`src/rtl/assert_macros.svh`:
```
// Assertion helpers shared by the RTL.
`ifndef ASSERT_MACROS_SVH
`define ASSERT_MACROS_SVH

// Same-cycle implication, disabled during reset.
`define ASSERT_IMPLY(label, clk, rst, ante, cons, msg) \
   label: assert property (@(posedge clk) disable iff (rst) (ante) |-> (cons)) \
      else $error(msg);

// Next-cycle implication, disabled during reset.
`define ASSERT_NEXT(label, clk, rst, ante, cons, msg) \
   label: assert property (@(posedge clk) disable iff (rst) (ante) |=> (cons)) \
      else $error(msg);

`endif

```
`src/rtl/cse_pkg.sv`:
```
package cse_pkg;

   // Table size default and fixed field widths
   localparam int MAX_KNOTS_DEF = 1024;
   localparam int COUNT_W       = 11;
   localparam int INDEX_W       = 10;
   localparam int DIV_W         = 48;
   localparam int CMD_DEPTH     = 2;

   // Request kinds
   localparam logic REQ_LOAD  = 1'b0;
   localparam logic REQ_QUERY = 1'b1;

   // Result fault codes
   localparam logic [1:0] FAULT_OK         = 2'd0;
   localparam logic [1:0] FAULT_ZERO_WIDTH = 2'd1;
   localparam logic [1:0] FAULT_SAT        = 2'd2;

   // One command beat between front and back
   typedef struct packed {
      logic                      req_type;
      logic [INDEX_W-1:0]        knot_index;
      logic signed [31:0]        knot_pos;
      logic signed [31:0]        knot_val;
      logic signed [31:0]        knot_curv;
      logic signed [31:0]        query_pos;
   } cmd_type;

   // Saturated value with its overflow flag
   typedef struct packed {
      logic               sat;
      logic signed [31:0] val;
   } sres_type;

   typedef enum logic [3:0] {
      ST_IDLE, ST_PROBE, ST_CMP, ST_RDLO, ST_RDHI, ST_GETHI, ST_HCHK,
      ST_DIVA, ST_DIVB, ST_MUL, ST_WB, ST_SUM, ST_OUT
   } state_type;

   // Multiply sequence, in issue order
   typedef enum logic [3:0] {
      OP_AA, OP_A3, OP_BB, OP_B3, OP_T1, OP_T2, OP_P1, OP_P2, OP_H2, OP_V, OP_W
   } op_type;

endpackage

```
`src/rtl/cse_cmd_fifo.sv`:
```
module cse_cmd_fifo (
   input  logic             clock,
   input  logic             reset,
   input  logic             push,
   input  cse_pkg::cmd_type wr_data,
   output logic             full,
   input  logic             pop,
   output cse_pkg::cmd_type rd_data,
   output logic             empty
);
   import cse_pkg::*;

   localparam int PTR_W = (CMD_DEPTH > 1) ? $clog2(CMD_DEPTH) : 1;

   cmd_type            slot_ff [CMD_DEPTH];
   logic [PTR_W-1:0]   wr_ptr_ff, wr_ptr_in;
   logic [PTR_W-1:0]   rd_ptr_ff, rd_ptr_in;
   logic [PTR_W:0]     count_ff, count_in;
   logic               do_push, do_pop;

   assign full    = (count_ff == (PTR_W+1)'(CMD_DEPTH));
   assign empty   = (count_ff == '0);
   assign do_push = push && !full;
   assign do_pop  = pop && !empty;
   assign rd_data = slot_ff[rd_ptr_ff];

   // pointer and fill tracking
   always_comb begin
      wr_ptr_in = do_push ? wr_ptr_ff + 1'b1 : wr_ptr_ff;
      rd_ptr_in = do_pop  ? rd_ptr_ff + 1'b1 : rd_ptr_ff;
      count_in  = count_ff;
      if (do_push && !do_pop) count_in = count_ff + 1'b1;
      else if (do_pop && !do_push) count_in = count_ff - 1'b1;
   end

   always_ff @(posedge clock) begin
      if (reset) begin
         wr_ptr_ff <= '0;
         rd_ptr_ff <= '0;
         count_ff  <= '0;
      end else begin
         wr_ptr_ff <= wr_ptr_in;
         rd_ptr_ff <= rd_ptr_in;
         count_ff  <= count_in;
      end
   end

   // payload slots
   always_ff @(posedge clock) begin
      if (do_push) slot_ff[wr_ptr_ff] <= wr_data;
   end

endmodule

```
`config.mk`:
```
export PLATFORM = sky130hd
export DESIGN_NAME = cse_cmd_fifo
export DESIGN_NICKNAME = d
export VERILOG_FILES = /design/src/rtl/assert_macros.svh /design/src/rtl/cse_pkg.sv /design/src/rtl/cse_cmd_fifo.sv
export SDC_FILE = /design/constraint.sdc
export NUM_CORES = 1
export LEC_CHECK = 0
export ABC_AREA = 1
export BUFFER_PORTS_ARGS = -buffer_cell sky130_fd_sc_hd__buf_2
export CAP_MARGIN = 20
export CORE_MARGIN = 8
export CORE_UTILIZATION = 50
export CTS_CLUSTER_SIZE = 20
export DETAILED_ROUTE_END_ITERATION = 7
export HOLD_SLACK_MARGIN = 0.15
export PLACE_DENSITY_LB_ADDON = 0.1
export SYNTH_ARGS = -nofsm -noshare
export SYNTH_HDL_FRONTEND = slang
export SYNTH_SLANG_ARGS = --single-unit
```
`constraint.sdc`:
```
create_clock -name clock -period 11.6 [get_ports clock]
set_clock_uncertainty 0.05 [all_clocks]
set_input_delay 1.16 -clock clock [delete_from_list [all_inputs] [get_ports clock]]
set_output_delay 1.16 -clock clock [all_outputs]
set_load 0.05 [all_outputs]
```
Word-level counts from Yosys, hierarchy flattened

Memory sizes are Yosys's and may differ from the RTL's. A register that Yosys moved wholly into a read port is not among the register bits.
Index checks and enable logic that the tools add are counted.

Add/sub/neg operators: 4
Equality and inequality tests: 1
Div/mod/pow operators: 0
Multiplexer cells: 6
Reduce and logical (&&, ||, !) cells: 10
$mul: 0
$lt $le $gt $ge: 0
Shifts and indexed selects: 0
Bitwise gates (word level): 0

Operator list:

| cell                                                                | count |
|---|---|
| 1-bit logical AND                                                   | 4 |
| 1-bit logical NOT                                                   | 4 |
| 1-bit two-way mux                                                   | 4 |
| 2-bit two-way mux                                                   | 2 |
| 1-bit adder (second input constant)                                 | 2 |
| 2-bit by 1-bit adder with 2-bit output (second input constant)      | 1 |
| 2-bit equality test (second input constant)                         | 1 |
| 2-bit logical NOT                                                   | 1 |
| 2-bit nonzero test                                                  | 1 |
| 2-bit by 1-bit subtractor with 2-bit output (second input constant) | 1 |

Output and inout port bits: 141
Register bits after elaboration: 4
Memories: 1
ROM bits: 0
Bits in latches: 0
Bits in writable memories: 278
Word-level logic and storage cells: 25

Memories:

| memory  | depth | width | rd ports | clocked after Yosys merged registers in | write ports | RTL line           | text |
|---|---|---|---|---|---|---|---|
| slot_ff | 2     | 139   | 1        | 1                                       | 1           | cse_cmd_fifo.sv:15 | `cmd_type slot_ff [CMD_DEPTH];` |

Depth between registers and ports, before layout

Depth after elaboration: 7
Gate-level depth with buffers: 10
Depth with buffers taken out: 10

Least setup slack after synthesis

Ideal clock, no wire load.

Kind: input to register
Start point: input port push
End point: memory slot_ff[0][0] (netlist bit) (enable)
Required time: 10,910 ps
Stages on the path: 2
Library setup time: 640 ps
Data arrival time: 7,088 ps
Setup slack: 3,822 ps
Cells stage by stage: o21ai_0 > nor2_1

Word-level cells in the longest chain between the ends: 3

Ends and longest elaborated chain:

| element                                 | RTL line           | text |
|---|---|---|
| start, declared                         | cse_cmd_fifo.sv:4  | `input logic push,` |
| 1-bit logical AND                       | cse_cmd_fifo.sv:23 | `assign do_push = push && !full;` |
| 1-bit two-way mux                       | cse_cmd_fifo.sv:50 | `if (do_push) slot_ff[wr_ptr_ff] <= wr_data;` |
| 1-bit two-way mux (implied by the code) | cse_cmd_fifo.sv:50 |  |
| end, declared                           | cse_cmd_fifo.sv:15 |  |

No other way between the ends.

==> run metrics <==
Core Region 20200 um^2; setup violators final 0; router iterations before antenna repair 6; post-synth top area share 0.810; initial antenna violation count 9; critical path arrival 2.90 ns; Post-Synth Simple-Gate Area 0.00644; vias per cell 5.00; largest family of logic cells by synthesized area multiplexers; GRT Total Usage 0.161; final instance area 12900 um^2; sequential share of the synthesized area 0.820; Seq pwr share 0.416; Distinct cells, synth 15; cells taking the most area after synthesis edfxtp_1 (81%), mux2_2 (15%), buf_6 (1.2%); P per Cell Area 250 nW/um^2; Clock Latency Late Sink 0.51 ns; DP HPWL 14.5 mm; critical path's slowest cell dfxtp_4; CP max stage delay 0.69 ns; Die ar. 25500 um^2; H-tree depth 1; NumNets Final 917; Placed Instance Area 12000 um^2; Yosys Warn Count 0; fmax 243 MHz; IO Pins 284; largest area contributor in the netlist edfxtp_1; Tightest Pin Transition 1.11 ns; Fin. Hold Viols 0; DRC 0; multi-input logic area 1690 um^2; Post-Syn Area 10300 um^2; Num CTS Buffers 28; post-CTS sizing 0; P_leak 4.82 nW; min-delay worst type reg -> reg; vias in the first global route 5737; count of hold-fix buffers inserted at cts 0; RSZ-0062 raised after global routing false; VDD IR-drop max 0.153 mV; Fillers 1451; clk sinks 283; GR Util met2 0.277; cell row count 52; setup bufs post-CTS 0; Comb pwr share 0.319; drt wl/cell 20.0 um; GRT Max-Usage Layer met2; grt ovf 0; CTS Buffer Depth 3; sw frac 0.357; Final ANT Viol Nets 0; mux cell area share after synthesis 0.152; pin count of the biggest net entering global routing 86; Syn Area/Cell 22.0 um^2; post-synthesis register bit count 283; share of cells above drive strength 1 0.592; first-pass GRT wire length 32.1 mm; WL final 21.4 mm; Reg clk slew, reported paths 0.06 ns; adder-cell share of the synthesized area 0.00121; final period utilization 0.354; chip height 160 um; Commonest cells post-synth edfxtp_1 (278), mux2_2 (139), buf_6 (11); Placer Congestion 0.761; Setup crit end kind output pin; Crit Path Max Fanout 55; Buffers on Ports 283; WP data required 10.39 ns; slew margin rel. 0.263; minimum clock period 4.11 ns; Compound-Gate Fraction of Synth Area 0.00291; vias after detailed routing 5335; CTS tree built; WS Path Type reg -> out; crit path cell chain buf_16, buf_4, mux2_2, buf_2; syn nets 613; Int Power 2.07 mW; met1 Track Usage GR 0.187; Clock Power Share 0.266; Post-synth EDFFs 278; sw power 1.15 mW; outcome completed; XOR/XNOR share of the synthesized area 0; Post-synth ARST share 0; Post-Syn Instances 469; Post-Route Setup TNS 0 ns; CTS Root Cell clkbuf_16; Startpoint Class flip-flop; max cap viols 0; Layout Utilization 0.637; Main synth FF type edfxtp_1; drt initial violations 280; Max Slew Vio Count 0; met3 usage 0.0587; top-count cell post-synth edfxtp_1; DIE WIDTH 160 um; area grow syn2layout 25.1%; Initial Utilization 0.509; Reg area 8450 um^2
## area by class of cell
| cell class | count | share of cell area |
|---|---|---|
| Sequential cell | 283 | 0.655 |
| Clock inverter | 8 | 0.00485 |
| Tap cell | 270 | 0.0262 |
| Timing Repair Buffer | 289 | 0.115 |
| Inverter | 9 | 0.00262 |
| Multi-Input combinational cell | 162 | 0.131 |
| Antenna cell | 3 | 0.000582 |
| Clock buffer | 44 | 0.0645 |
## worst paths after layout
path	startpoint	end	slack (ns)	depth (start not counted)
worst max-delay path	flip-flop	rd_data[106]	7.49	4
worst min-delay path	wr_ptr_ff	wr_ptr_ff	0.50	2
worst max register to register	count_ff[0]	slot_ff[1][12]	9.35	3
worst min register to register	wr_ptr_ff	wr_ptr_ff	0.50	2
## routing by layer
metal,share of wire,vias to the layer above
li1,-,2456
met1,0.38,2625
met2,0.51,198
met3,0.085,44
met4,0.019,12
met5,0.0032,-
## cell usage in the layout, fill, tap and decap left out, drive strengths merged
| master | netlist | routed |
|---|---|---|
| clkbuf | 0 | 44 |
| nor2 | 9 | 9 |
| buf | 15 | 289 |
| o21ai | 5 | 5 |
| bufinv | 0 | 1 |
| and2 | 1 | 1 |
| ha | 1 | 1 |
| dfxtp | 5 | 5 |
| edfxtp | 278 | 278 |
| clkinv | 0 | 7 |
| a21oi | 1 | 1 |
| diode | 0 | 3 |
| mux2 | 139 | 139 |
| inv | 9 | 9 |
| nand4 | 1 | 1 |
| nand3 | 1 | 1 |
| nand2 | 4 | 4 |
## registers in the layout (all words and copies together) (netlist names), named ones only
name       flops
count_ff       2
wr_ptr_ff      1
rd_ptr_ff      1
slot_ff      278
## critical path: cells and delay by family (launching register included)
family / cells / cell delay, ns
flip-flops: 1 / 0.69
buffers and inverters: 3 / 1.17
multiplexers: 1 / 0.44
## cell families (layout without fill, tap and decap cells)
kind of cell | after synthesis | after routing
other cells | 0 | 3
mux | 139 | 139
flops | 283 | 283
simple gates | 16 | 16
fa+ha+maj | 1 | 1
compound gates | 6 | 6
buf+inv | 24 | 350
## through the flow
stage / setup slack (ns) / total power, mW / hold slack (ns) / cells
floorplan: 3.82 / 2.20 / 0.426 / 469
global placement: 7.82 / 2.38 / 0.473 / 1012
detailed placement: 7.79 / 2.40 / 0.497 / 1012
CTS: 7.24 / 3.26 / 0.504 / 1064
global route: 7.33 / 3.35 / 0.567 / 1068
finish: 7.49 / 3.23 / 0.496 / 1068
## power groups by stage
stage	clock [mW]	sequential, mW	combinational [mW]
after floorplan	0	1.37	0.827
after global placement	0	1.37	1.01
after detailed placement	0	1.38	1.02
after CTS	0.879	1.36	1.02
after global routing	0.921	1.35	1.08
final	0.857	1.34	1.03
No activity file was read; power rests on OpenSTA's default activity.
